**src/rtl/sha256_pkg.sv**
```systemverilog
// Constants and round functions shared by the SHA-256 engine.
`default_nettype none

package sha256_pkg;

  localparam int unsigned RoundCount = 64;

  // Input actions.
  localparam logic ACT_APPEND = 1'b0;
  localparam logic ACT_FINISH = 1'b1;

  localparam logic [7:0] PadMarker = 8'h80;

  function automatic logic [31:0] init_hash(input logic [2:0] idx);
    logic [31:0] v;
    unique case (idx)
      3'd0: v = 32'h6a09e667;
      3'd1: v = 32'hbb67ae85;
      3'd2: v = 32'h3c6ef372;
      3'd3: v = 32'ha54ff53a;
      3'd4: v = 32'h510e527f;
      3'd5: v = 32'h9b05688c;
      3'd6: v = 32'h1f83d9ab;
      3'd7: v = 32'h5be0cd19;
    endcase
    return v;
  endfunction

  function automatic logic [31:0] round_k(input logic [5:0] idx);
    logic [31:0] v;
    unique case (idx)
      6'd0:  v = 32'h428a2f98;  6'd1:  v = 32'h71374491;
      6'd2:  v = 32'hb5c0fbcf;  6'd3:  v = 32'he9b5dba5;
      6'd4:  v = 32'h3956c25b;  6'd5:  v = 32'h59f111f1;
      6'd6:  v = 32'h923f82a4;  6'd7:  v = 32'hab1c5ed5;
      6'd8:  v = 32'hd807aa98;  6'd9:  v = 32'h12835b01;
      6'd10: v = 32'h243185be;  6'd11: v = 32'h550c7dc3;
      6'd12: v = 32'h72be5d74;  6'd13: v = 32'h80deb1fe;
      6'd14: v = 32'h9bdc06a7;  6'd15: v = 32'hc19bf174;
      6'd16: v = 32'he49b69c1;  6'd17: v = 32'hefbe4786;
      6'd18: v = 32'h0fc19dc6;  6'd19: v = 32'h240ca1cc;
      6'd20: v = 32'h2de92c6f;  6'd21: v = 32'h4a7484aa;
      6'd22: v = 32'h5cb0a9dc;  6'd23: v = 32'h76f988da;
      6'd24: v = 32'h983e5152;  6'd25: v = 32'ha831c66d;
      6'd26: v = 32'hb00327c8;  6'd27: v = 32'hbf597fc7;
      6'd28: v = 32'hc6e00bf3;  6'd29: v = 32'hd5a79147;
      6'd30: v = 32'h06ca6351;  6'd31: v = 32'h14292967;
      6'd32: v = 32'h27b70a85;  6'd33: v = 32'h2e1b2138;
      6'd34: v = 32'h4d2c6dfc;  6'd35: v = 32'h53380d13;
      6'd36: v = 32'h650a7354;  6'd37: v = 32'h766a0abb;
      6'd38: v = 32'h81c2c92e;  6'd39: v = 32'h92722c85;
      6'd40: v = 32'ha2bfe8a1;  6'd41: v = 32'ha81a664b;
      6'd42: v = 32'hc24b8b70;  6'd43: v = 32'hc76c51a3;
      6'd44: v = 32'hd192e819;  6'd45: v = 32'hd6990624;
      6'd46: v = 32'hf40e3585;  6'd47: v = 32'h106aa070;
      6'd48: v = 32'h19a4c116;  6'd49: v = 32'h1e376c08;
      6'd50: v = 32'h2748774c;  6'd51: v = 32'h34b0bcb5;
      6'd52: v = 32'h391c0cb3;  6'd53: v = 32'h4ed8aa4a;
      6'd54: v = 32'h5b9cca4f;  6'd55: v = 32'h682e6ff3;
      6'd56: v = 32'h748f82ee;  6'd57: v = 32'h78a5636f;
      6'd58: v = 32'h84c87814;  6'd59: v = 32'h8cc70208;
      6'd60: v = 32'h90befffa;  6'd61: v = 32'ha4506ceb;
      6'd62: v = 32'hbef9a3f7;  6'd63: v = 32'hc67178f2;
    endcase
    return v;
  endfunction

  function automatic logic [31:0] big_sigma0(input logic [31:0] x);
    return {x[1:0], x[31:2]} ^ {x[12:0], x[31:13]} ^ {x[21:0], x[31:22]};
  endfunction

  function automatic logic [31:0] big_sigma1(input logic [31:0] x);
    return {x[5:0], x[31:6]} ^ {x[10:0], x[31:11]} ^ {x[24:0], x[31:25]};
  endfunction

  function automatic logic [31:0] small_sigma0(input logic [31:0] x);
    return {x[6:0], x[31:7]} ^ {x[17:0], x[31:18]} ^ {3'b000, x[31:3]};
  endfunction

  function automatic logic [31:0] small_sigma1(input logic [31:0] x);
    return {x[16:0], x[31:17]} ^ {x[18:0], x[31:19]} ^ {10'b0, x[31:10]};
  endfunction

endpackage

`default_nettype wire

```
**src/rtl/sha256_hash_engine.sv**
```systemverilog
// SHA-256 engine: byte input, one compression round per cycle, digest out as eight words.
//
//   channel | direction | handshake          | beat contents
//   --------+-----------+--------------------+-------------------------------------
//   in      | into      | in_valid/in_stall  | action, data_byte
//   out     | out of    | out_valid/out_stall| digest_word, word_index, last
//
// An append beat that completes a 64-byte block is followed by a busy phase of 64 rounds
// on the shared round unit and one chain fold.
// A finish beat pads one byte per cycle up to the block end, runs one or two compressions,
// then presents eight output beats, each held until out_stall is low.
// in_stall is high whenever the engine is not idle. Reset restores the initial hash values
// and an empty message; the message buffer and working variables are not reset.
`default_nettype none

module sha256_hash_engine
  import sha256_pkg::*;
(
  input  wire logic        clk,
  input  wire logic        rst,
  input  wire logic        in_valid,
  output logic             in_stall,
  input  wire logic        action,
  input  wire logic [7:0]  data_byte,
  output logic             out_valid,
  input  wire logic        out_stall,
  output logic [31:0]      digest_word,
  output logic [2:0]       word_index,
  output logic             last
);

  localparam logic [2:0] S_IDLE  = 3'd0;
  localparam logic [2:0] S_PAD   = 3'd1;
  localparam logic [2:0] S_ROUND = 3'd2;
  localparam logic [2:0] S_FOLD  = 3'd3;
  localparam logic [2:0] S_OUT   = 3'd4;

  logic [2:0]   state;
  logic [5:0]   fill;        // bytes held in the current block
  logic [63:0]  bit_length;
  logic [63:0]  len_sh;      // length bytes still to be padded, top byte first
  logic         marker;      // the 0x80 byte is still to be written
  logic         extra;       // padding spills into a second block
  logic         final_blk;   // the running compression is the last of the message
  logic         pad;         // padding in progress
  logic [5:0]   rnd;
  logic [2:0]   idx;

  // Block buffer and message schedule share one shift line: bytes enter at the bottom,
  // and during the rounds each new schedule word enters while the oldest leaves the top.
  logic [511:0] msg;
  logic [31:0]  chain [8];
  logic [31:0]  va, vb, vc, vd, ve, vf, vg, vh;

  logic [31:0]  w0, w1, w9, w14, w_new;
  logic [31:0]  t1, t2;
  logic [7:0]   pad_byte;
  logic         len_phase;

  assign w0  = msg[511:480];
  assign w1  = msg[479:448];
  assign w9  = msg[223:192];
  assign w14 = msg[63:32];

  assign w_new = small_sigma1(w14) + w9 + small_sigma0(w1) + w0;
  assign t1 = vh + big_sigma1(ve) + ((ve & vf) ^ (~ve & vg)) + round_k(rnd) + w0;
  assign t2 = big_sigma0(va) + ((va & vb) ^ (va & vc) ^ (vb & vc));

  assign len_phase = !marker && !extra && (fill >= 6'd56);

  always_comb begin
    if (marker) begin
      pad_byte = PadMarker;
    end else if (len_phase) begin
      pad_byte = len_sh[63:56];
    end else begin
      pad_byte = 8'h00;
    end
  end

  assign in_stall    = (state != S_IDLE);
  assign out_valid   = (state == S_OUT);
  assign digest_word = chain[0];
  assign word_index  = idx;
  assign last        = (idx == 3'd7);

  always_ff @(posedge clk) begin
    if (rst) begin
      state      <= S_IDLE;
      fill       <= '0;
      bit_length <= '0;
      marker     <= 1'b0;
      extra      <= 1'b0;
      final_blk  <= 1'b0;
      pad        <= 1'b0;
      rnd        <= '0;
      idx        <= '0;
      for (int i = 0; i < 8; i++) begin
        chain[i] <= init_hash(3'(i));
      end
    end else begin
      unique case (state)
        S_IDLE: begin
          if (in_valid) begin
            if (action == ACT_APPEND) begin
              msg        <= {msg[503:0], data_byte};
              fill       <= fill + 6'd1;
              bit_length <= bit_length + 64'd8;
              if (fill == 6'd63) begin
                {va, vb, vc, vd} <= {chain[0], chain[1], chain[2], chain[3]};
                {ve, vf, vg, vh} <= {chain[4], chain[5], chain[6], chain[7]};
                final_blk <= 1'b0;
                rnd       <= '0;
                state     <= S_ROUND;
              end
            end else begin
              len_sh     <= bit_length;
              bit_length <= '0;
              marker     <= 1'b1;
              extra      <= (fill >= 6'd56);
              pad        <= 1'b1;
              state      <= S_PAD;
            end
          end
        end
        S_PAD: begin
          msg    <= {msg[503:0], pad_byte};
          fill   <= fill + 6'd1;
          marker <= 1'b0;
          if (len_phase) begin
            len_sh <= {len_sh[55:0], 8'h00};
          end
          if (fill == 6'd63) begin
            {va, vb, vc, vd} <= {chain[0], chain[1], chain[2], chain[3]};
            {ve, vf, vg, vh} <= {chain[4], chain[5], chain[6], chain[7]};
            final_blk <= !extra;
            extra     <= 1'b0;
            rnd       <= '0;
            state     <= S_ROUND;
          end
        end
        S_ROUND: begin
          msg <= {msg[479:0], w_new};
          {vb, vc, vd} <= {va, vb, vc};
          {vf, vg, vh} <= {ve, vf, vg};
          va  <= t1 + t2;
          ve  <= vd + t1;
          rnd <= rnd + 6'd1;
          if (rnd == 6'(RoundCount - 1)) begin
            state <= S_FOLD;
          end
        end
        S_FOLD: begin
          chain[0] <= chain[0] + va;
          chain[1] <= chain[1] + vb;
          chain[2] <= chain[2] + vc;
          chain[3] <= chain[3] + vd;
          chain[4] <= chain[4] + ve;
          chain[5] <= chain[5] + vf;
          chain[6] <= chain[6] + vg;
          chain[7] <= chain[7] + vh;
          if (final_blk) begin
            idx   <= '0;
            state <= S_OUT;
          end else if (pad) begin
            state <= S_PAD;
          end else begin
            state <= S_IDLE;
          end
        end
        S_OUT: begin
          if (!out_stall) begin
            idx <= idx + 3'd1;
            if (idx == 3'd7) begin
              for (int i = 0; i < 8; i++) begin
                chain[i] <= init_hash(3'(i));
              end
              pad   <= 1'b0;
              state <= S_IDLE;
            end else begin
              // The chain rotates so that the word on the port is always at the head.
              for (int i = 0; i < 7; i++) begin
                chain[i] <= chain[i + 1];
              end
              chain[7] <= chain[0];
            end
          end
        end
        default: begin
          state <= S_IDLE;
        end
      endcase
    end
  end

endmodule

`default_nettype wire
```
**config.mk**
```make
export PLATFORM = sky130hd
export DESIGN_NAME = sha256_hash_engine
export DESIGN_NICKNAME = d
export VERILOG_FILES = /design/src/rtl/sha256_pkg.sv /design/src/rtl/sha256_hash_engine.sv
export SDC_FILE = /design/constraint.sdc
export NUM_CORES = 2
export LEC_CHECK = 0
export BUFFER_PORTS_ARGS = -buffer_cell sky130_fd_sc_hd__clkbuf_2
export CAP_MARGIN = 20
export CELL_PAD_IN_SITES_DETAIL_PLACEMENT = 0
export CELL_PAD_IN_SITES_GLOBAL_PLACEMENT = 1
export CORE_MARGIN = 5
export CORE_UTILIZATION = 56
export CTS_BUF_LIST = sky130_fd_sc_hd__clkbuf_8
export DETAILED_ROUTE_END_ITERATION = 6
export HOLD_SLACK_MARGIN = 0.06
export PLACE_DENSITY_LB_ADDON = 0.1
export REMOVE_ABC_BUFFERS = 1
export SETUP_SLACK_MARGIN = 0.3
export SYNTH_ARGS = -nofsm -noshare
export SYNTH_HDL_FRONTEND = slang
export SYNTH_SLANG_ARGS = --single-unit
```
**constraint.sdc**
```tcl
create_clock -name clk -period 40.6 [get_ports clk]
set_clock_uncertainty 0.15 [all_clocks]
set_input_delay 4.06 -clock clk [delete_from_list [all_inputs] [get_ports clk]]
set_output_delay 4.06 -clock clk [all_outputs]
set_load 0.02 [all_outputs]
```
Word-level counts from Yosys, hierarchy flattened
Memories as Yosys holds them, arrays and structs flattened. A register that Yosys moved wholly into a read port is not among the register bits.
Index checks and enable logic that the tools add are counted.
{ "op_classes": {"order_cmp": 1, "add_sub_neg": 22, "n_eq_ne": 17, "muxes": 156, "bitwise_logic": 42, "reduce_logical": 21} }
{ "op_table": {"columns": ["op", "n"], "rows": [
  ["32-bit two-way mux", 88],
  ["512-bit case mux with 3 select lines", 1],
  ["512-bit two-way mux", 2],
  ["32-bit case mux with 3 select lines", 8],
  ["32-bit adder", 18],
  ["32-bit bitwise XOR", 9],
  ["64-bit two-way mux", 4],
  ["32-bit bitwise AND", 5],
  ["64-bit case mux with 2 select lines", 1],
  ["64-bit by 4-bit adder with 64-bit output, second input constant", 1],
  ["6-bit two-way mux", 7],
  ["32-bit NOT", 1],
  ["32-bit by 22-bit bitwise XOR with 32-bit output", 1],
  ["32-bit by 29-bit bitwise XOR with 32-bit output", 1],
  ["3-bit two-way mux", 9],
  ["1-bit two-way mux", 26],
  ["1-bit bitwise OR", 24],
  ["2-bit != test, second input constant", 9],
  ["6-bit case mux with 3 select lines", 1],
  ["8-bit two-way mux", 2],
  ["3-bit case mux with 5 select lines", 1],
  ["5-bit AND reduction", 3],
  ["6-bit by 1-bit adder with 6-bit output, second input constant", 2],
  ["6-bit == test, second input constant", 2],
  ["other kinds (18)", 33]
]} }
{ "totals": {"mem_count": 2, "mem_bits_ro": 2048, "regBits": 918, "mem_bits_rw": 256, "inputBits": 13} }
{ "mem_list": {"columns": ["memory", "depth", "word_bits", "read_ports", "rd_clocked_by_memory_dff", "write_ports", "line_no", "rtl"], "rows": [
  ["(no name shown)", 64, 32, 1, 1, 0, "sha256_pkg.sv:31", "unique case (idx)"],
  ["chain", 8, 32, 8, 0, 8, "sha256_hash_engine.sv:52", "logic [31:0] chain [8];"]
]} }

Depth between registers and ports, before layout
{ "depth": {"word_depth": 8, "mapped_depth": 37, "depth_no_buf": 36} }

Worst setup path after synthesis
No wires, ideal clock.
{ "synth_path": {"path_type": "input-to-reg", "from": "in rst", "to": "reg msg[0] (enable)", "arrival_time_ns": 26.253, "setup_ns": 1.398, "slack_ns": 12.799, "path_stages": 6, "required_ns": 39.052, "cell_sequence": "clkbuf_1 -> clkbuf_1 -> clkbuf_1 -> clkbuf_1 -> clkbuf_1 -> nor2_1"} }
{ "synth_between": {"elab_chain_len": 2} }
{ "synth_lines": {"columns": ["item", "line_no", "rtl"], "rows": [
  ["start, declared", "sha256_hash_engine.sv:20", "input wire logic rst,"],
  ["1-bit NOT (no line)", null, null],
  ["4-bit AND reduction (no line)", null, null],
  ["end signal, assigned", "sha256_hash_engine.sv:106", "msg <= {msg[503:0], data_byte};"],
  ["end signal, assigned", "sha256_hash_engine.sv:127", "msg <= {msg[503:0], pad_byte};"],
  ["end signal, assigned", "sha256_hash_engine.sv:143", "msg <= {msg[479:0], w_new};"],
  ["end, declared", "sha256_hash_engine.sv:51", "logic [511:0] msg;"]
]} }
No other way between the ends.
A chain may end at the register's enable or synchronous reset.

Final worst setup path
{ "layout_path": {"from": "reg ve[27]", "to": "reg va[30] (data pin)"} }
{ "layout_between": {"elab_chain_len": 8, "elab_cells_between_ends": 12, "cone_classes": "5 x add/sub; 1 x mux; 6 x bitwise"} }
{ "layout_lines": {"columns": ["item", "line_no", "rtl"], "rows": [
  ["start, declared", "sha256_hash_engine.sv:53", "logic [31:0] va, vb, vc, vd, ve, vf, vg, vh;"],
  ["start signal, assigned", "sha256_hash_engine.sv:111", "{ve, vf, vg, vh} <= {chain[4], chain[5], chain[6], chain[7]};"],
  ["start signal, assigned", "sha256_hash_engine.sv:135", "{ve, vf, vg, vh} <= {chain[4], chain[5], chain[6], chain[7]};"],
  ["start signal, assigned", "sha256_hash_engine.sv:147", "ve <= vd + t1;"],
  ["32-bit bitwise XOR or 32-bit NOT (tied branches)", "sha256_pkg.sv:73, sha256_hash_engine.sv:66", null],
  ["32-bit bitwise XOR or 32-bit bitwise AND (tied branches)", "sha256_pkg.sv:73, sha256_hash_engine.sv:66", null],
  ["32-bit adder or 32-bit bitwise XOR (tied branches)", "sha256_hash_engine.sv:66", "assign t1 = vh + big_sigma1(ve) + ((ve & vf) ^ (~ve & vg)) + round_k(rnd) + w0;"],
  ["32-bit adder (*) (3 in series)", "sha256_hash_engine.sv:66", null],
  ["32-bit adder (*)", "sha256_hash_engine.sv:146", "va <= t1 + t2;"],
  ["32-bit case mux with 3 select lines (*)", "sha256_hash_engine.sv:102", "unique case (state)"],
  ["end signal, assigned", "sha256_hash_engine.sv:110", "{va, vb, vc, vd} <= {chain[0], chain[1], chain[2], chain[3]};"],
  ["end signal, assigned", "sha256_hash_engine.sv:134", "{va, vb, vc, vd} <= {chain[0], chain[1], chain[2], chain[3]};"],
  ["end signal, assigned", "sha256_hash_engine.sv:146", null],
  ["end, declared", "sha256_hash_engine.sv:53", null]
]} }
Every way passes the cells marked *; elsewhere a longest branch is shown, timed or not.

==> results.md <==
- CP Max Fanout: 6
- Final min period: 8990 ps
- Synth top area share: 40.5%
- Global Route Usage Sum: 32.4%
- Slowest Stage Delay on Critical Path: 610 ps
- Run status: finished, violations left
- Failing checks: design-rule violations
- Flop2flop setup slack: 31,610 ps
- Starting density of the core: 56.1%
- CTS tree: built
- Clk buf depth: 3
- # clock sinks: 1,200
- Final setup vio count: 0
- Pin count of the biggest net entering global routing: 144
- Antenna violations before repair: 6
- Top post-synthesis cells by count: nand2_1 (2,461), edfxtp_1 (1,053), o21ai_0 (540), inv_1 (525), a21oi_1 (514)
- Critical path launch point: ve[27]
- Rel. slew slack: 24.1%
- Hold crit path type: flip-flop to flip-flop
- Num CTS Buffers: 210
- Yosys Warn Count: 0
- Final Max Tran Viols: 0
- Drt pass-1 iters: 7
- Die footprint: 147,000 um^2
- Die X: 383 um
- Hold Vio Cnt, Final: 0
- Worst Reg-to-Reg Cells: 35
- Syn Inst Count: 8,621
- Sequential area share after synthesis: 44.3%
- H-tree Lvls: 4
- CP max-delay cell: edfxtp_1
- Synth Flop Type: edfxtp_1
- Period utilization: 22.2%
- Top-count cell post-synth: nand2_1
- Clock Latency Late Sink: 930 ps
- Nets: 9,080
- Hold-fix buffers, CTS: 0
- Leakage: 34.3 nW
- Fmax: 0.111 GHz
- Worst-margin pin slew: 1140 ps
- WL final: 242,000 um
- IO Pins: 51
- Synth Register Bits: 1,200
- Row Count: 137
- Critical Path RT: 41,100 ps
- Combinational Power Share: 9.4%
- Drt drc: 1
- R2r startpoint: ve[27]
- Worst Path Class, Setup: flip-flop to flip-flop
- GPL Wtd Cong: 0.983
- Most used cell, CP: a21o_1
- Biggest area consumer among synthesized cells: edfxtp_1
- Layout cells sized above 1: 5.61%
- FFs w/ async S/R, synth: 0%
- Port Buffer Count: 50
- Hpwl dp: 174,000 um
- # Post-CTS Setup Buffers: 0
- Via count: 62,200
- Sequential group share of total power: 51.7%
- Pint: 0.00199 W
- Core box area: 139,000 um^2
- WL/cell: 23.0 um
- RSZ-0062 raised after global routing: false
- Worst setup SP type: flip-flop
- Die H: 383 um
- Worst EP arrival: 9490 ps
- Synthesized area: 78,000 um^2
- Sw power: 0.000726 W
- Fin util: 59.9%
- RR Endpoint: va[30]
- PwrDens: 32.6 nW/um^2
- Reg clk slew, reported paths: 60 ps
- Worst setup path end: va[30]
- Initial drt markers: 6,793
- First-pass GRT wire length: 366,000 um
- Kind of end point of the critical path: flip-flop
- VDD IR-drop max: 0.0000261 V
- Clock Tree Root: clkbuf_8
- Synth area leaders: edfxtp_1 (41%), nand2_1 (12%), ha_1 (6.3%), fa_1 (5.0%), dfxtp_1 (3.8%)
- Vias in the first global route: 59,900
- Routed Antenna Nets: 0
- Switching Fraction: 26.7%
- Clock power frac: 38.9%
- Routed vias/inst: 5.91
- Post-synthesis average cell area: 9.05 um^2
- GR Overflow Total: 0
- Post-CTS Resized: 0
- Fin Setup TNS: 0 ps
- Yosys cell types: 98
- Synthesis-to-layout area growth: 6.72%
- # Max-Cap Violations: 0
- Number of synthesized flops with an enable pin: 1,053
[placed cells by master, fill, tap and decap left out, types with 49 or more instances in the layout]
| cell | synthesis | layout |
|---|---|---|
| o21bai_1 | 54 | 54 |
| buf_4 | 33 | 73 |
| xnor2_1 | 330 | 330 |
| a31oi_1 | 49 | 49 |
| nor3_1 | 64 | 63 |
| o21ai_0 | 540 | 539 |
| edfxtp_1 | 1053 | 1053 |
| fa_1 | 195 | 195 |
| dfxtp_1 | 147 | 147 |
| a21o_1 | 211 | 210 |
| nand2b_1 | 65 | 64 |
| clkbuf_2 | 0 | 49 |
| inv_1 | 525 | 618 |
| ha_1 | 395 | 395 |
| clkbuf_8 | 0 | 219 |
| nand3_1 | 94 | 94 |
| nand2_1 | 2461 | 2456 |
| a21oi_1 | 514 | 514 |
| nor2_1 | 440 | 435 |
| xor2_1 | 306 | 306 |
[how the worst min path moves through the flow]
stage,startpoint,endpoint,slack (ps),depth (start not counted)
floorplan,pad,pad,290,2
global placement,pad,pad,310,2
detailed placement,pad,pad,320,2
CTS,len_sh[39],len_sh[47],330,2
global route,len_sh[39],len_sh[47],360,2
finish,pad,pad,330,2
[state kept, by name (all words and copies together), names as in the netlist, 61 cells and up, named ones only]
| signal | flops |
|---|---|
| msg | 512 |
| chain | 256 |
| bit_length | 61 |
| len_sh | 61 |
[worst max-delay path, delay by kind of cell (launching register included)]
family / cells / cell delay (ps)
flip-flops: 1 / 610
XOR/XNOR: 4 / 1030
buffers and inverters: 5 / 410
adder cells (fa/ha/maj): 6 / 2420
AND/OR/NAND/NOR: 3 / 430
AO/OA/AOI/OAI: 17 / 3680
[logic make-up (layout without fill, tap and decap cells)]
group	count (synthesis)	after routing	share of synthesized area, %
adders and majority gates	592	592	11.4
buffers and inverters	1011	1036	5.08
DFF	1200	1200	44.3
AOI/OAI and AO/OA	1772	1772	13.9
muxes	41	41	0.574
other	0	5	0
and+or+nand+nor	3369	3369	17.6
xor gates and xnor gates	636	636	7.14
[per-layer routing]
| metal | vias up | share of wire, % | GRT usage (%) |
|---|---|---|---|
| met5 | - | 0.023 | 0 |
| li1 | 29100 | - | - |
| met3 | 439 | 9.5 | 7.21 |
| met2 | 2578 | 44 | 49.0 |
| met4 | 8 | 3.0 | 9.33 |
| met1 | 30100 | 44 | 47.2 |
[cell type report]
| cell class | instances | area (um^2) |
|---|---|---|
| Antenna cell | 5 | 12.5 |
| Clock buffer | 219 | 3010 |
| Clock inverter | 162 | 838 |
| Fill cell | 12300 | 55700 |
| Inverter | 527 | 1980 |
| Multi-Input combinational cell | 6410 | 39600 |
| Sequential cell | 1200 | 34600 |
| Tap cell | 1876 | 2350 |
| Timing Repair Buffer | 128 | 906 |
[power groups by stage]
stage | Combinational, W | Clock, W | Sequential, W
global placement | 0.000245 | 0 | 0.00143
floorplan | 0.000179 | 0 | 0.00144
CTS | 0.000250 | 0.00108 | 0.00140
finish | 0.000255 | 0.00106 | 0.00140
global route | 0.000279 | 0.00114 | 0.00141
detailed placement | 0.000248 | 0 | 0.00143
[per-stage QoR]
stage	cell area [um^2]	worst slack [ps]	hold WS (ps)	std cells	total power (W)
global route	83300	31170	355	10500	0.00282
CTS	83200	31760	332	10500	0.00273
finish	83300	31610	327	10500	0.00272
global placement	79400	31550	312	10100	0.00167
detailed placement	79400	31460	321	10100	0.00168
floorplan	76000	13540	291	8137	0.00162
No activity file was read; power rests on OpenSTA's default activity.
